## src/rtl/core/timestamp_nearest_pairing_core_defines.svh

```systemverilog
// assertion macros shared by the pairing core
`ifndef TIMESTAMP_NEAREST_PAIRING_CORE_DEFINES_SVH
`define TIMESTAMP_NEAREST_PAIRING_CORE_DEFINES_SVH

// same-cycle implication on clk, off during reset
`define TNP_ASSERT_IMP(lbl, ante, cons, msg) \
	lbl: assert property (@(posedge clk) disable iff (!arst_n) (ante) |-> (cons)) \
		else $error(msg);

// next-cycle implication on clk, off during reset
`define TNP_ASSERT_NEXT(lbl, ante, cons, msg) \
	lbl: assert property (@(posedge clk) disable iff (!arst_n) (ante) |=> (cons)) \
		else $error(msg);

`endif

```

## src/rtl/core/tnp_pkg.sv

```systemverilog
`timescale 1ns / 1ps

package tnp_pkg;

	// queue geometry
	localparam int QUEUE_DEPTH = 16;
	localparam int PTR_W       = $clog2(QUEUE_DEPTH);

	// pairs per service request, capped at fifteen records
	localparam int MAX_PAIRS_PER_SERVICE = 32;
	localparam int PAIR_LIMIT = (MAX_PAIRS_PER_SERVICE < 15) ? MAX_PAIRS_PER_SERVICE : 15;
	localparam int PAIR_W     = $clog2(PAIR_LIMIT + 1);

	// stored payload width and fixed field widths
	localparam int PAYLOAD_WIDTH = 32;
	localparam int PAYLOAD_F_W   = 32;
	localparam int STORE_W = (PAYLOAD_WIDTH < PAYLOAD_F_W) ? PAYLOAD_WIDTH : PAYLOAD_F_W;
	localparam int ACTION_W  = 2;
	localparam int TIME_S_W  = 32;
	localparam int TIME_MS_W = 10;
	localparam int TIME_W    = 42;
	localparam int DIFF_W    = TIME_W + 1;
	localparam int OFFSET_W  = 11;
	localparam int MAX_OFF_W = 10;
	localparam int REC_IDX_W = 32;

	// configuration port
	localparam int CFG_IDX_W  = 1;
	localparam int CFG_DATA_W = MAX_OFF_W;
	localparam logic [CFG_IDX_W-1:0] REG_ENABLE     = 1'b0;
	localparam logic [CFG_IDX_W-1:0] REG_MAX_OFFSET = 1'b1;
	localparam logic [MAX_OFF_W-1:0] MAX_OFFSET_RST = 10'd25;

	typedef logic [PTR_W-1:0]  ptr_t;
	typedef logic [TIME_W-1:0] time_t;

	typedef enum logic [ACTION_W-1:0] {
		ACT_WIND    = 2'd0,
		ACT_MOTION  = 2'd1,
		ACT_SERVICE = 2'd2
	} action_t;

	// circular slot advance, any depth
	function automatic ptr_t next_slot(input ptr_t i);
		return (i == PTR_W'(QUEUE_DEPTH - 1)) ? '0 : i + 1'b1;
	endfunction

endpackage

```

## src/rtl/core/tnp_req_if.sv

```systemverilog
`timescale 1ns / 1ps

interface tnp_req_if;
	import tnp_pkg::*;

	logic                 valid;
	logic                 ready;
	logic [ACTION_W-1:0]  action;
	logic [TIME_S_W-1:0]  time_s;
	logic [TIME_MS_W-1:0] time_ms;
	logic [PAYLOAD_F_W-1:0] payload;

	modport source (output valid, action, time_s, time_ms, payload, input ready);
	modport sink (input valid, action, time_s, time_ms, payload, output ready);
endinterface

```

## src/rtl/core/tnp_rec_if.sv

```systemverilog
`timescale 1ns / 1ps

interface tnp_rec_if;
	import tnp_pkg::*;

	logic                   valid;
	logic                   ready;
	logic [REC_IDX_W-1:0]   seq_no;
	logic [PAYLOAD_F_W-1:0] wind_payload;
	logic [PAYLOAD_F_W-1:0] motion_payload;
	logic signed [OFFSET_W-1:0] pair_offset;
	logic                   last;

	modport source (output valid, seq_no, wind_payload, motion_payload, pair_offset,
		last, input ready);
	modport sink (input valid, seq_no, wind_payload, motion_payload, pair_offset,
		last, output ready);
endinterface

```

## src/rtl/core/timestamp_nearest_pairing_core.sv

```systemverilog
// channel  dir  carries
// req      in   action, time_s, time_ms, payload (one request)
// rec      out  seq_no, wind_payload, motion_payload, pair_offset, last
// cfg      in   cfg_we / cfg_idx / cfg_wdata register writes
//
// a packet arrival: accept in S_IDLE, then time build and slot write in S_PUSH
// a service request, per pair, has its k motion entries walked
// by the single shared subtract/compare unit, one entry per cycle;
// at most 15 pairs per request; req.ready is high only while idle
// records go through a pending stage and an output register; rec stalls only
// hold the sequencer when both are full. asynchronous reset empties both queues
`timescale 1ns / 1ps
`include "timestamp_nearest_pairing_core_defines.svh"

module timestamp_nearest_pairing_core (
	input  logic                            clk,
	input  logic                            arst_n,
	input  logic                            cfg_we,
	input  logic [tnp_pkg::CFG_IDX_W-1:0]  cfg_idx,
	input  logic [tnp_pkg::CFG_DATA_W-1:0] cfg_wdata,
	tnp_req_if.sink                         req,
	tnp_rec_if.source                       rec
);
	import tnp_pkg::*;

	typedef enum logic [2:0] {
		S_IDLE,
		S_PUSH,
		S_PREP,
		S_SCAN,
		S_DECIDE,
		S_LOAD,
		S_FLUSH
	} state_t;

	state_t state_q;

	// configuration
	logic                 enable_q;
	logic [MAX_OFF_W-1:0] max_off_q;

	// queue pointers and status
	ptr_t                 wind_head_q, wind_tail_q, mot_head_q, mot_tail_q;
	logic                 desync_q;
	logic [REC_IDX_W-1:0] rec_cnt_q;
	logic [PAIR_W-1:0]    n_q;

	// latched arrival
	logic                 is_motion_q;
	logic [TIME_S_W-1:0]  ts_q;
	logic [TIME_MS_W-1:0] tms_q;
	logic [STORE_W-1:0]   pl_q;

	// slot stores
	time_t              wind_time_mem [QUEUE_DEPTH];
	logic [STORE_W-1:0] wind_pl_mem   [QUEUE_DEPTH];
	time_t              mot_time_mem  [QUEUE_DEPTH];
	logic [STORE_W-1:0] mot_pl_mem    [QUEUE_DEPTH];

	// registered read data
	time_t              wt_rd_q, mt_rd_q;
	logic [STORE_W-1:0] wp_rd_q, mp_rd_q;

	// search state
	ptr_t                       cur_q, best_q;
	logic [MAX_OFF_W-1:0]       best_abs_q;
	logic signed [OFFSET_W-1:0] best_diff_q;
	logic                       found_q;

	// pending record, last flag known one pair later
	logic                       pend_v_q;
	logic [REC_IDX_W-1:0]       pend_idx_q;
	logic [PAYLOAD_F_W-1:0]     pend_wp_q, pend_mp_q;
	logic signed [OFFSET_W-1:0] pend_off_q;

	// output register
	logic                       out_v_q, out_last_q;
	logic [REC_IDX_W-1:0]       out_idx_q;
	logic [PAYLOAD_F_W-1:0]     out_wp_q, out_mp_q;
	logic signed [OFFSET_W-1:0] out_off_q;

	logic                       req_take, out_free, out_load, load_go;
	time_t                      push_time;
	ptr_t                       push_head, push_tail, mot_rd_addr;
	logic                       push_full, wind_we, mot_we;
	logic signed [DIFF_W-1:0]   diff;
	logic signed [OFFSET_W-1:0] diff_lo;
	logic [OFFSET_W-1:0]        abs_lo, max_ext;
	logic                       fits, in_tol, better, late;

	// handshakes
	assign req.ready = (state_q == S_IDLE);
	assign req_take  = req.valid && req.ready;
	assign out_free  = !out_v_q || rec.ready;

	// pending record moves into the output register this cycle
	assign out_load = pend_v_q && out_free && ((state_q == S_LOAD) || (state_q == S_FLUSH));
	assign load_go  = (state_q == S_LOAD) && (!pend_v_q || out_free);

	assign rec.valid          = out_v_q;
	assign rec.seq_no         = out_idx_q;
	assign rec.wind_payload   = out_wp_q;
	assign rec.motion_payload = out_mp_q;
	assign rec.pair_offset    = out_off_q;
	assign rec.last           = out_last_q;

	// time in ms: s * 1000 as s * 1024 - s * 16 - s * 8
	assign push_time = (TIME_W'(ts_q) << 10) - (TIME_W'(ts_q) << 4)
		- (TIME_W'(ts_q) << 3) + TIME_W'(tms_q);

	// full check on the queue being pushed
	assign push_head = is_motion_q ? mot_head_q : wind_head_q;
	assign push_tail = is_motion_q ? mot_tail_q : wind_tail_q;
	assign push_full = (next_slot(push_head) == push_tail);
	assign wind_we   = (state_q == S_PUSH) && !is_motion_q && !push_full;
	assign mot_we    = (state_q == S_PUSH) && is_motion_q && !push_full;

	// motion read walks ahead of the compare by one slot
	assign mot_rd_addr = (state_q == S_SCAN) ? next_slot(cur_q) : mot_tail_q;

	// shared subtract and compare unit
	assign diff    = $signed({1'b0, wt_rd_q} - {1'b0, mt_rd_q});
	assign diff_lo = diff[OFFSET_W-1:0];
	assign fits    = (diff[DIFF_W-1:OFFSET_W-1] == '0) || (diff[DIFF_W-1:OFFSET_W-1] == '1);
	assign abs_lo  = diff_lo[OFFSET_W-1] ? (~diff_lo + 1'b1) : diff_lo;
	assign max_ext = {1'b0, max_off_q};
	assign in_tol  = fits && (abs_lo <= max_ext);
	assign better  = in_tol && (!found_q || (abs_lo < {1'b0, best_abs_q}));
	assign late    = diff[DIFF_W-1] && (!fits || (abs_lo > max_ext));

	// wind stores
	always_ff @(posedge clk) begin
		if (wind_we) begin
			wind_time_mem[wind_head_q] <= push_time;
			wind_pl_mem[wind_head_q]   <= pl_q;
		end
		wt_rd_q <= wind_time_mem[wind_tail_q];
		wp_rd_q <= wind_pl_mem[wind_tail_q];
	end

	// motion stores
	always_ff @(posedge clk) begin
		if (mot_we) begin
			mot_time_mem[mot_head_q] <= push_time;
			mot_pl_mem[mot_head_q]   <= pl_q;
		end
		mt_rd_q <= mot_time_mem[mot_rd_addr];
		mp_rd_q <= mot_pl_mem[best_q];
	end

	// sequencer, queue control and record registers
	always_ff @(posedge clk or negedge arst_n) begin
		if (!arst_n) begin
			state_q     <= S_IDLE;
			enable_q    <= 1'b0;
			max_off_q   <= MAX_OFFSET_RST;
			wind_head_q <= '0;
			wind_tail_q <= '0;
			mot_head_q  <= '0;
			mot_tail_q  <= '0;
			desync_q    <= 1'b0;
			rec_cnt_q   <= '0;
			n_q         <= '0;
			is_motion_q <= 1'b0;
			ts_q        <= '0;
			tms_q       <= '0;
			pl_q        <= '0;
			cur_q       <= '0;
			best_q      <= '0;
			best_abs_q  <= '0;
			best_diff_q <= '0;
			found_q     <= 1'b0;
			pend_v_q    <= 1'b0;
			pend_idx_q  <= '0;
			pend_wp_q   <= '0;
			pend_mp_q   <= '0;
			pend_off_q  <= '0;
			out_v_q     <= 1'b0;
			out_last_q  <= 1'b0;
			out_idx_q   <= '0;
			out_wp_q    <= '0;
			out_mp_q    <= '0;
			out_off_q   <= '0;
		end else begin
			// register writes
			if (cfg_we) begin
				if (cfg_idx == REG_ENABLE) begin
					enable_q <= cfg_wdata[0];
				end else if (cfg_idx == REG_MAX_OFFSET) begin
					max_off_q <= cfg_wdata[MAX_OFF_W-1:0];
				end
			end

			// output register drains unless refilled this cycle
			if (rec.ready && !out_load) begin
				out_v_q <= 1'b0;
			end

			unique case (state_q)
				S_IDLE: begin
					if (req_take) begin
						ts_q        <= req.time_s;
						tms_q       <= req.time_ms;
						pl_q        <= req.payload[STORE_W-1:0];
						is_motion_q <= (req.action == ACT_MOTION);
						if ((req.action == ACT_WIND) || (req.action == ACT_MOTION)) begin
							state_q <= S_PUSH;
						end else if ((req.action == ACT_SERVICE) && enable_q) begin
							n_q     <= '0;
							state_q <= S_PREP;
						end
					end
				end
				S_PUSH: begin
					// overflow drops the packet and empties both queues
					if (push_full) begin
						desync_q    <= 1'b1;
						wind_head_q <= '0;
						wind_tail_q <= '0;
						mot_head_q  <= '0;
						mot_tail_q  <= '0;
					end else if (is_motion_q) begin
						mot_head_q <= next_slot(mot_head_q);
					end else begin
						wind_head_q <= next_slot(wind_head_q);
					end
					state_q <= S_IDLE;
				end
				S_PREP: begin
					if ((wind_tail_q == wind_head_q) || (n_q == PAIR_W'(PAIR_LIMIT))) begin
						state_q <= S_FLUSH;
					end else begin
						cur_q   <= mot_tail_q;
						found_q <= 1'b0;
						state_q <= S_SCAN;
					end
				end
				S_SCAN: begin
					// one motion entry per cycle, stop past tolerance
					if (cur_q == mot_head_q) begin
						state_q <= S_DECIDE;
					end else begin
						if (better) begin
							best_q      <= cur_q;
							best_abs_q  <= abs_lo[MAX_OFF_W-1:0];
							best_diff_q <= diff_lo;
							found_q     <= 1'b1;
						end
						if (late) begin
							state_q <= S_DECIDE;
						end else begin
							cur_q <= next_slot(cur_q);
						end
					end
				end
				S_DECIDE: begin
					if (found_q) begin
						state_q <= S_LOAD;
					end else begin
						if (desync_q) begin
							wind_head_q <= '0;
							wind_tail_q <= '0;
							mot_head_q  <= '0;
							mot_tail_q  <= '0;
						end
						state_q <= S_FLUSH;
					end
				end
				S_LOAD: begin
					// older pending record moves out, new pair becomes pending
					if (!pend_v_q || out_free) begin
						if (pend_v_q) begin
							out_v_q    <= 1'b1;
							out_last_q <= 1'b0;
							out_idx_q  <= pend_idx_q;
							out_wp_q   <= pend_wp_q;
							out_mp_q   <= pend_mp_q;
							out_off_q  <= pend_off_q;
						end
						pend_v_q    <= 1'b1;
						pend_idx_q  <= rec_cnt_q;
						pend_wp_q   <= PAYLOAD_F_W'(wp_rd_q);
						pend_mp_q   <= PAYLOAD_F_W'(mp_rd_q);
						pend_off_q  <= best_diff_q;
						rec_cnt_q   <= rec_cnt_q + 1'b1;
						wind_tail_q <= next_slot(wind_tail_q);
						mot_tail_q  <= next_slot(best_q);
						desync_q    <= 1'b0;
						n_q         <= n_q + 1'b1;
						state_q     <= S_PREP;
					end
				end
				S_FLUSH: begin
					// final record of the request carries last
					if (!pend_v_q) begin
						state_q <= S_IDLE;
					end else if (out_free) begin
						out_v_q    <= 1'b1;
						out_last_q <= 1'b1;
						out_idx_q  <= pend_idx_q;
						out_wp_q   <= pend_wp_q;
						out_mp_q   <= pend_mp_q;
						out_off_q  <= pend_off_q;
						pend_v_q   <= 1'b0;
						state_q    <= S_IDLE;
					end
				end
				default: begin
					state_q <= S_IDLE;
				end
			endcase
		end
	end

	// checks
	`TNP_ASSERT_IMP(a_pend_not_idle, pend_v_q, state_q != S_IDLE, "pending record in idle")
	`TNP_ASSERT_IMP(a_not_last_has_next, out_v_q && !out_last_q, pend_v_q, "no successor")
	`TNP_ASSERT_IMP(a_best_in_tol, state_q == S_LOAD, best_abs_q <= max_off_q, "out of tolerance")
	`TNP_ASSERT_IMP(a_pair_limit, state_q == S_SCAN, n_q < PAIR_W'(PAIR_LIMIT), "too many pairs")
	`TNP_ASSERT_NEXT(a_load_pops, load_go, wind_tail_q != $past(wind_tail_q), "wind not popped")

endmodule

```

## src/flat_wrapper.sv

```systemverilog
// flat-port wrapper written by rule: the top's interface ports become plain ports
module timestamp_nearest_pairing_core_flat import tnp_pkg::*;
  (clk, arst_n, cfg_we, cfg_idx, cfg_wdata, req_valid, req_action, req_time_s, req_time_ms, req_payload, req_ready, rec_valid, rec_seq_no, rec_wind_payload, rec_motion_payload, rec_pair_offset, rec_last, rec_ready);
  tnp_req_if req_i ();
  tnp_rec_if rec_i ();
  input  logic clk;
  input  logic arst_n;
  input  logic cfg_we;
  input  logic [tnp_pkg::CFG_IDX_W-1:0] cfg_idx;
  input  logic [tnp_pkg::CFG_DATA_W-1:0] cfg_wdata;
  input wire logic [$bits(req_i.valid)-1:0] req_valid;
  input wire logic [$bits(req_i.action)-1:0] req_action;
  input wire logic [$bits(req_i.time_s)-1:0] req_time_s;
  input wire logic [$bits(req_i.time_ms)-1:0] req_time_ms;
  input wire logic [$bits(req_i.payload)-1:0] req_payload;
  output wire logic [$bits(req_i.ready)-1:0] req_ready;
  output wire logic [$bits(rec_i.valid)-1:0] rec_valid;
  output wire logic [$bits(rec_i.seq_no)-1:0] rec_seq_no;
  output wire logic [$bits(rec_i.wind_payload)-1:0] rec_wind_payload;
  output wire logic [$bits(rec_i.motion_payload)-1:0] rec_motion_payload;
  output wire logic [$bits(rec_i.pair_offset)-1:0] rec_pair_offset;
  output wire logic [$bits(rec_i.last)-1:0] rec_last;
  input wire logic [$bits(rec_i.ready)-1:0] rec_ready;
  assign req_i.valid = req_valid;
  assign req_i.action = req_action;
  assign req_i.time_s = req_time_s;
  assign req_i.time_ms = req_time_ms;
  assign req_i.payload = req_payload;
  assign req_ready = req_i.ready;
  assign rec_valid = rec_i.valid;
  assign rec_seq_no = rec_i.seq_no;
  assign rec_wind_payload = rec_i.wind_payload;
  assign rec_motion_payload = rec_i.motion_payload;
  assign rec_pair_offset = rec_i.pair_offset;
  assign rec_last = rec_i.last;
  assign rec_i.ready = rec_ready;
  timestamp_nearest_pairing_core u_core (.clk(clk), .arst_n(arst_n), .cfg_we(cfg_we), .cfg_idx(cfg_idx), .cfg_wdata(cfg_wdata), .req(req_i), .rec(rec_i));
endmodule
```

## config.mk

```make
export PLATFORM = sky130hd
export DESIGN_NAME = timestamp_nearest_pairing_core_flat
export DESIGN_NICKNAME = d
export VERILOG_FILES = /design/src/rtl/core/tnp_pkg.sv /design/src/rtl/core/tnp_req_if.sv /design/src/rtl/core/tnp_rec_if.sv /design/src/rtl/core/timestamp_nearest_pairing_core.sv /design/src/flat_wrapper.sv
export VERILOG_INCLUDE_DIRS = /design/src /design/src/rtl/core
export SDC_FILE = /design/constraint.sdc
export NUM_CORES = 2
export LEC_CHECK = 0
export BUFFER_PORTS_ARGS = -buffer_cell sky130_fd_sc_hd__buf_2
export CAP_MARGIN = 20
export CELL_PAD_IN_SITES_DETAIL_PLACEMENT = 1
export CELL_PAD_IN_SITES_GLOBAL_PLACEMENT = 2
export CORE_ASPECT_RATIO = 0.75
export CORE_MARGIN = 5
export CORE_UTILIZATION = 34
export DETAILED_ROUTE_END_ITERATION = 12
export PLACE_DENSITY = 0.56
export SETUP_SLACK_MARGIN = 0.05
export SYNTH_ARGS = -nofsm -noshare
export SYNTH_HDL_FRONTEND = slang
export SYNTH_SLANG_ARGS = --single-unit
export TNS_END_PERCENT = 20
```

## constraint.sdc

```tcl
create_clock -name clk -period 15.3 [get_ports clk]
set_input_delay 0.765 -clock clk [delete_from_list [all_inputs] [get_ports clk]]
set_output_delay 0.765 -clock clk [all_outputs]
set_load 0.005 [all_outputs]
```

Yosys cells after proc, flatten, opt, wreduce, memory -nomap -nowiden
Memories as Yosys holds them, arrays and structs flattened. A register that Yosys moved wholly into a read port is not among the register bits.
Index checks and enable logic that the tools add are counted.
- bits in writable memories: 2368
- memories: 4
- register bits: 389
- output and inout port bits: 110
- bits in latches: 0
- input bits: 92
- ROM bits: 0
- memories (memory ; depth ; width ; read ports ; clocked after Yosys merged registers in ; write ports ; RTL line ; source):
    u_core.mot_time_mem ; 16 ; 42 ; 1 ; 1 ; 1 ; timestamp_nearest_pairing_core.sv:57 ; time_t mot_time_mem [QUEUE_DEPTH];
    u_core.wind_time_mem ; 16 ; 42 ; 1 ; 1 ; 1 ; timestamp_nearest_pairing_core.sv:55 ; time_t wind_time_mem [QUEUE_DEPTH];
    u_core.mot_pl_mem ; 16 ; 32 ; 1 ; 1 ; 1 ; timestamp_nearest_pairing_core.sv:58 ; logic [STORE_W-1:0] mot_pl_mem [QUEUE_DEPTH];
    u_core.wind_pl_mem ; 16 ; 32 ; 1 ; 1 ; 1 ; timestamp_nearest_pairing_core.sv:56 ; logic [STORE_W-1:0] wind_pl_mem [QUEUE_DEPTH];
- equality and inequality tests: 38
- order comparisons: 3
- muxes and demuxes: 89
- multiply operators: 0
- reductions and logical operators: 51
- bitwise operators: 3
- shift operators: 0
- add/subtract/negate cells: 13
- divide/modulo/power cells: 0
- operators by type and width (operator ; number):
    32-bit 2-to-1 mux ; 12
    32-bit one-hot mux with 2 select lines ; 3
    4-bit 2-to-1 mux ; 25
    11-bit 2-to-1 mux ; 5
    42-bit by 42-bit subtractor with 43-bit output ; 1
    42-bit by 10-bit adder with 42-bit output ; 1
    42-bit by 35-bit subtractor with 42-bit output ; 1
    42-bit by 36-bit subtractor with 42-bit output ; 1
    33-bit == test (second input constant) ; 1
    33-bit logical NOT ; 1
    32-bit by 1-bit adder with 32-bit output (second input constant) ; 1
    4-bit one-hot mux with 2 select lines ; 4
    4-bit by 1-bit adder with 4-bit output (second input constant) ; 7
    4-bit == test (second input constant) ; 7
    3-bit 2-to-1 mux ; 9
    4-bit one-hot mux with 3 select lines ; 2
    11-bit one-hot mux with 2 select lines ; 1
    1-bit 2-to-1 mux ; 21
    5-bit AND reduction ; 4
    3-bit one-hot mux with 6 select lines ; 1
    2-bit inequality test (second input constant) ; 8
    4-bit AND reduction ; 4
    4-bit == test ; 3
    1-bit logical AND ; 12
    other kinds (25) ; 62

Longest topological paths before layout
- word-level depth: 10
- mapped depth: 26
- depth with buffers taken out: 25

Worst setup path after synthesis
OpenSTA, ideal clock, no wires.
- path kind: register to register
- start: register u_core.is_motion_q
- end: memory u_core.mot_pl_mem[15][0] in the netlist's numbering, enable pin
- data arrival time: 5265 ps
- cell stages (with the launch flop): 9
- library setup time: 507 ps
- slack: 9528 ps
- required time: 14793 ps
- cells stage by stage: dfrtp_1 -> clkbuf_1 -> mux2_2 -> and3b_1 -> a21oi_1 -> xor2_1 -> nor4_1 -> or4_1 -> nor2_1
- word-level cells in the longest chain between the ends: 8
- elaborated cells between the ends (all ways): 11
- RTL lines (item ; RTL line ; source):
    start, declared ; timestamp_nearest_pairing_core.sv:49 ; logic is_motion_q;
    start signal, assigned ; timestamp_nearest_pairing_core.sv:205 ; is_motion_q <= (req.action == ACT_MOTION);
    4-bit 2-to-1 mux ; timestamp_nearest_pairing_core.sv:112 ; assign push_head = is_motion_q ? mot_head_q : wind_head_q;
    4-bit by 1-bit adder with 4-bit output / 4-bit == test (equally long branches) ; tnp_pkg.sv:45 ; return (i == PTR_W'(QUEUE_DEPTH - 1)) ? '0 : i + 1'b1;
    4-bit 2-to-1 mux ; tnp_pkg.sv:45 ;
    4-bit == test ; timestamp_nearest_pairing_core.sv:114 ; assign push_full = (next_slot(push_head) == push_tail);
    1-bit logical NOT ; timestamp_nearest_pairing_core.sv:116 ; assign mot_we = (state_q == S_PUSH) && is_motion_q && !push_full;
    1-bit logical AND * ; timestamp_nearest_pairing_core.sv:116 ;
    1-bit 2-to-1 mux * ; timestamp_nearest_pairing_core.sv:143 ; if (mot_we) begin
    1-bit 2-to-1 mux (not written as such) * ; timestamp_nearest_pairing_core.sv:145 ; mot_pl_mem[mot_head_q] <= pl_q;
    end, declared ; timestamp_nearest_pairing_core.sv:58 ;
Every way passes the cells marked *; elsewhere a longest branch is shown, timed or not.

Final worst setup path
- start: register u_core.wt_rd_q[0], read port of u_core.wind_time_mem
- end: register u_core.best_abs_q[2]
- word-level cells in the longest chain between the ends: 8
- elaborated cells between the ends (all ways): 13
- RTL lines (item ; RTL line ; source):
    start, declared ; timestamp_nearest_pairing_core.sv:61 ; time_t wt_rd_q, mt_rd_q;
    42-bit by 42-bit subtractor with 43-bit output * ; timestamp_nearest_pairing_core.sv:122 ; assign diff = $signed({1'b0, wt_rd_q} - {1'b0, mt_rd_q});
    11-bit inverter ; timestamp_nearest_pairing_core.sv:125 ; assign abs_lo = diff_lo[OFFSET_W-1] ? (~diff_lo + 1'b1) : diff_lo;
    11-bit by 1-bit adder with 11-bit output ; timestamp_nearest_pairing_core.sv:125 ;
    11-bit 2-to-1 mux * ; timestamp_nearest_pairing_core.sv:125 ;
    via u_core.abs_lo[1] ; timestamp_nearest_pairing_core.sv:88 ; logic [OFFSET_W-1:0] abs_lo, max_ext;
    11-bit by 10-bit <= comparator with 1-bit output / 11-bit by 10-bit less-than comparator with 1-bit output (equally long branches) ; timestamp_nearest_pairing_core.sv:127, timestamp_nearest_pairing_core.sv:128 ;
    1-bit logical AND / 1-bit logical OR (equally long branches) ; timestamp_nearest_pairing_core.sv:127, timestamp_nearest_pairing_core.sv:128 ;
    1-bit logical AND * ; timestamp_nearest_pairing_core.sv:128 ; assign better = in_tol && (!found_q || (abs_lo < {1'b0, best_abs_q}));
    3-bit AND reduction (no line) * ; -- ;
    end signal, assigned ; timestamp_nearest_pairing_core.sv:245 ; best_abs_q <= abs_lo[MAX_OFF_W-1:0];
    end, declared ; timestamp_nearest_pairing_core.sv:66 ; logic [MAX_OFF_W-1:0] best_abs_q;
The timed path passes the listed nets; every way through them passes the cells marked *.
A chain may end at the register's enable or synchronous reset.

==> impl_metrics.toml <==
[run_status]
status = "completed"

[sta]
maxSlewViolCount = 0
fin_crit_ps = 6970
fin_tns_setup_ps = 0
skew_ps = 45.7
finalSetupViolCount = 0
slew_headroom_pct = 24.2
fmaxAchievable_mhz = 144
hold_ws_ps = 106
rsz0062_at_grt = "no"
final_hold_viol_count = 0
timing.final.crit_share_pct = 45.5
tightestPinTransition_ps = 1140

[clock_network]
cts_buffers = 312
cts_hold_buf = 1
insertion_delay_ps = 860
postCtsSetupBuffers = 0
cts_root_buf = "clkbuf_16"
htreeDepth = 5
cts_resized = 0
cts_sinks = 2904
path_clk_slew_ps = 60
clock_path_buffers = 4
tritoncts = "built"

[synth]
netlist_area_um2 = 114000
ys_types = 76
synth_top_flop_cell = "edfxtp_1"
ys_seq_elements = 2904
yosys_warnings = 0
synth_nets = 6281
synthTopCellsByArea = "edfxtp_1 62%, mux4_2 12%, dfrtp_1 8.5%, dfxtp_1 2.6%, mux2_2 1.9%"
ys_top_cells_by_count = "2,368 x edfxtp_1, 602 x mux4_2, 510 x nand2_1, 385 x dfrtp_1, 203 x clkbuf_1"
synth.most_common_cell = "edfxtp_1"
synth_edf_count = 2368
syn_avg_cell_area_um2 = 18.8
ys_seq_area_share_pct = 73.6
syn-instance-count = 6040
synth_area_leader_cell = "edfxtp_1"
async_flop_share_pct = 13.4
synth_top_area_share_pct = 62.5

[floorplan]
die_h_um = 511
coreArea_um2 = 334000
initial_core_util_pct = 34.0
pin_count = 202
fp.dieW_um = 678
rows = 184
die-area_um2 = 346000

[global_route]
grt_pass1_wl_um = 466000
antenna_found_initial = 12
grt_start_max_net_pins = 164
overflow = 0
grt_pass1_vias = 61400
grt_usage_pct = 18.5

[power_and_ir_drop]
leakage_nw = 45.1
p_switching_mw = 12.0
swShare_pct = 35.3
clockPowerShare_pct = 21.8
power_density_nw_per_um2 = 258
ir_drop_mv = 0.515
p_comb_share_pct = 34.9
power_frac_seq_pct = 43.3
internal_power_mw = 21.9

[drt]
drc_errors = 0
wirelength_um = 326000
drt_iter0_drc = 5215
ant_nets = 0
viasPerCell = 5.22
post_drt_wl_per_cell_um = 29.2
dr_total_vias = 58300
firstDrtPassIters = 5

[placement]
place_hpwl_um = 183000
portBuffers = 201
place_congestion = 0.821

[worst_hold_path]
hold_path.class = "in2reg"
whs_path_depth = 3
min_from = "req_time_s[15]"
whs_endpoint = "u_core.ts_q[15]"

[setup_path]
crit_chain = "inv_1 -> ha_1 -> fa_1 -> and2b_1 -> o2111ai_2 -> a31o_2 -> a21oi_1 -> xor2_1 -> o21ai_0 -> ha_1 -> nor2b_1 -> o21ai_0 -> a21oi_1 -> nor3_1 -> o21ai_0 -> a21bo_2 -> a21oi_1 -> nand4_1 -> nor4_1 -> nand4_1 -> o22ai_4 -> o21ai_4 -> mux2_4"
r2r_start = "u_core.wt_rd_q[0]"
rr_worst_depth = 23
worst_path_largest_cell_delay_ps = 670
crit_buf_inv = 1
worst-path-max-fanout = 25
r2r_end = "u_core.best_abs_q[2]"
rrSetupSlack_ps = 8330
cp_data_required_time_ps = 16020
crit_path_start = "u_core.wt_rd_q[0]"
startpoint_type = "flop"
critical_path_class = "reg2reg"
cpLargestDelayFamily = "compound AO/OA/AOI/OAI gates"
end_kind = "flop"
cp_data_arrival_time_ps = 7680
slowest_stage = "a21oi_1"

[final_layout]
fill_cells = 32400
area_growth_pct = 15.4
multi_input_area_um2 = 29000
drive_gt1_share_pct = 25.6
final_nets = 6677
regArea_um2 = 83800

[flow_run]
maxCapViolations = 0
==> area by class of cell <==
cell class / count / area share, %
multi-input combinational: 2726 / 22.1
antenna: 1 / 0.00191
clock inverter: 136 / 0.868
tap: 4464 / 4.26
inverter: 131 / 0.375
timing repair buffer: 361 / 1.94
sequential: 2904 / 63.9
clock buffer: 428 / 6.64
==> cells by family (layout without fill, tap and decap cells) <==
family | after synthesis | in the layout | synth area share, %
adders and majority gates | 149 | 149 | 1.85
DFF | 2904 | 2904 | 73.6
buffers and inverters | 410 | 1056 | 1.37
other | 0 | 1 | 0
muxes | 969 | 969 | 15.4
and+or+nand+nor | 898 | 898 | 3.58
xor gates and xnor gates | 121 | 121 | 0.931
AOI/OAI and AO/OA | 589 | 589 | 3.22
==> worst max-delay path by stage <==
stage | end | slack, ps | cells past startpoint
floorplan | u_core.mot_pl_mem[15][0] | 9530 | 8
global placement | u_core.best_abs_q[4] | 8520 | 23
detailed placement | u_core.best_abs_q[2] | 8450 | 23
CTS | u_core.best_abs_q[2] | 8420 | 23
global route | u_core.best_abs_q[4] | 7830 | 23
finish | u_core.best_abs_q[2] | 8330 | 23
==> worst reg2reg max path, stage by stage, from the launching register on <==
cell and delay [ps]:
dfxtp_1 320, inv_1 50, ha_1 200, fa_1 410, and2b_1 250, o2111ai_2 160, a31o_2 320, a21oi_1 340
xor2_1 590, o21ai_0 320, ha_1 360, nor2b_1 130, o21ai_0 170, a21oi_1 100, nor3_1 150, o21ai_0 140
a21bo_2 240, a21oi_1 670, nand4_1 170, nor4_1 360, nand4_1 190, o22ai_4 390, o21ai_4 400, mux2_4 420
==> power by group through the flow <==
stage          Sequential (mW)  Clock [mW]  Combinational (mW)
3_3_place_gp              15.0           0                11.3
5_1_grt                   14.8        7.93                13.0
3_5_place_dp              15.0           0                11.8
4_1_cts                   14.8        7.59                11.8
6_report                  14.7        7.37                11.8
2_1_floorplan             14.8           0                6.56
==> cells in the final DEF, fill, tap and decap left out, types with 20 or more instances in the layout <==
cell type  instances
a211oi_1          50
a21o_1            25
a21oi_1          169
a221oi_1          33
a22oi_1           34
and2_4            29
and3_1            21
buf_2            200
buf_4            136
clkbuf_1          84
clkbuf_16        325
clkinv_1          46
clkinv_2          43
dfrtp_1          377
dfxtp_1          148
edfxtp_1        2368
fa_1              32
ha_1             117
inv_1            131
mux2_2           188
mux2i_1          162
mux4_2           602
nand2_1          508
nand3_1           32
nand4_1           26
nor2_1            94
nor2b_1           63
nor3_1            36
o21a_1            20
o21ai_0          178
xnor2_1           49
xnor2_2           20
xor2_1            40
==> stage by stage <==
| stage | power [mW] | cells | util (%) | instance area, µm² | setup WS, ps |
|---|---|---|---|---|---|
| after floorplan | 21.3 | 6040 | - | 114000 | 9530 |
| after global placement | 26.3 | 10600 | 36.2 | 121000 | 8520 |
| after detailed placement | 26.8 | 10600 | 36.2 | 121000 | 8450 |
| after CTS | 34.3 | 11100 | 39.2 | 131000 | 8420 |
| after global routing | 35.7 | 11200 | 39.3 | 131000 | 7830 |
| final | 33.9 | 11200 | 39.3 | 131000 | 8330 |
==> registers in the layout, indices dropped and copies added (netlist names), 42 cells and up <==
register              cells
u_core.mot_pl_mem       512
u_core.mot_time_mem     672
u_core.mt_rd_q           42
u_core.wind_pl_mem      512
u_core.wind_time_mem    672
u_core.wt_rd_q           42
==> per-layer routing <==
layer / vias up / GRT usage [%] / share of wire (%)
li1: 24700 / - / -
met1: 31600 / 28.2 / 48
met2: 1473 / 27.7 / 44
met3: 420 / 3.02 / 5.2
met4: 2 / 4.25 / 2.1
met5: - / 0 / 0.0040
(Power assumes the default switching activity.)
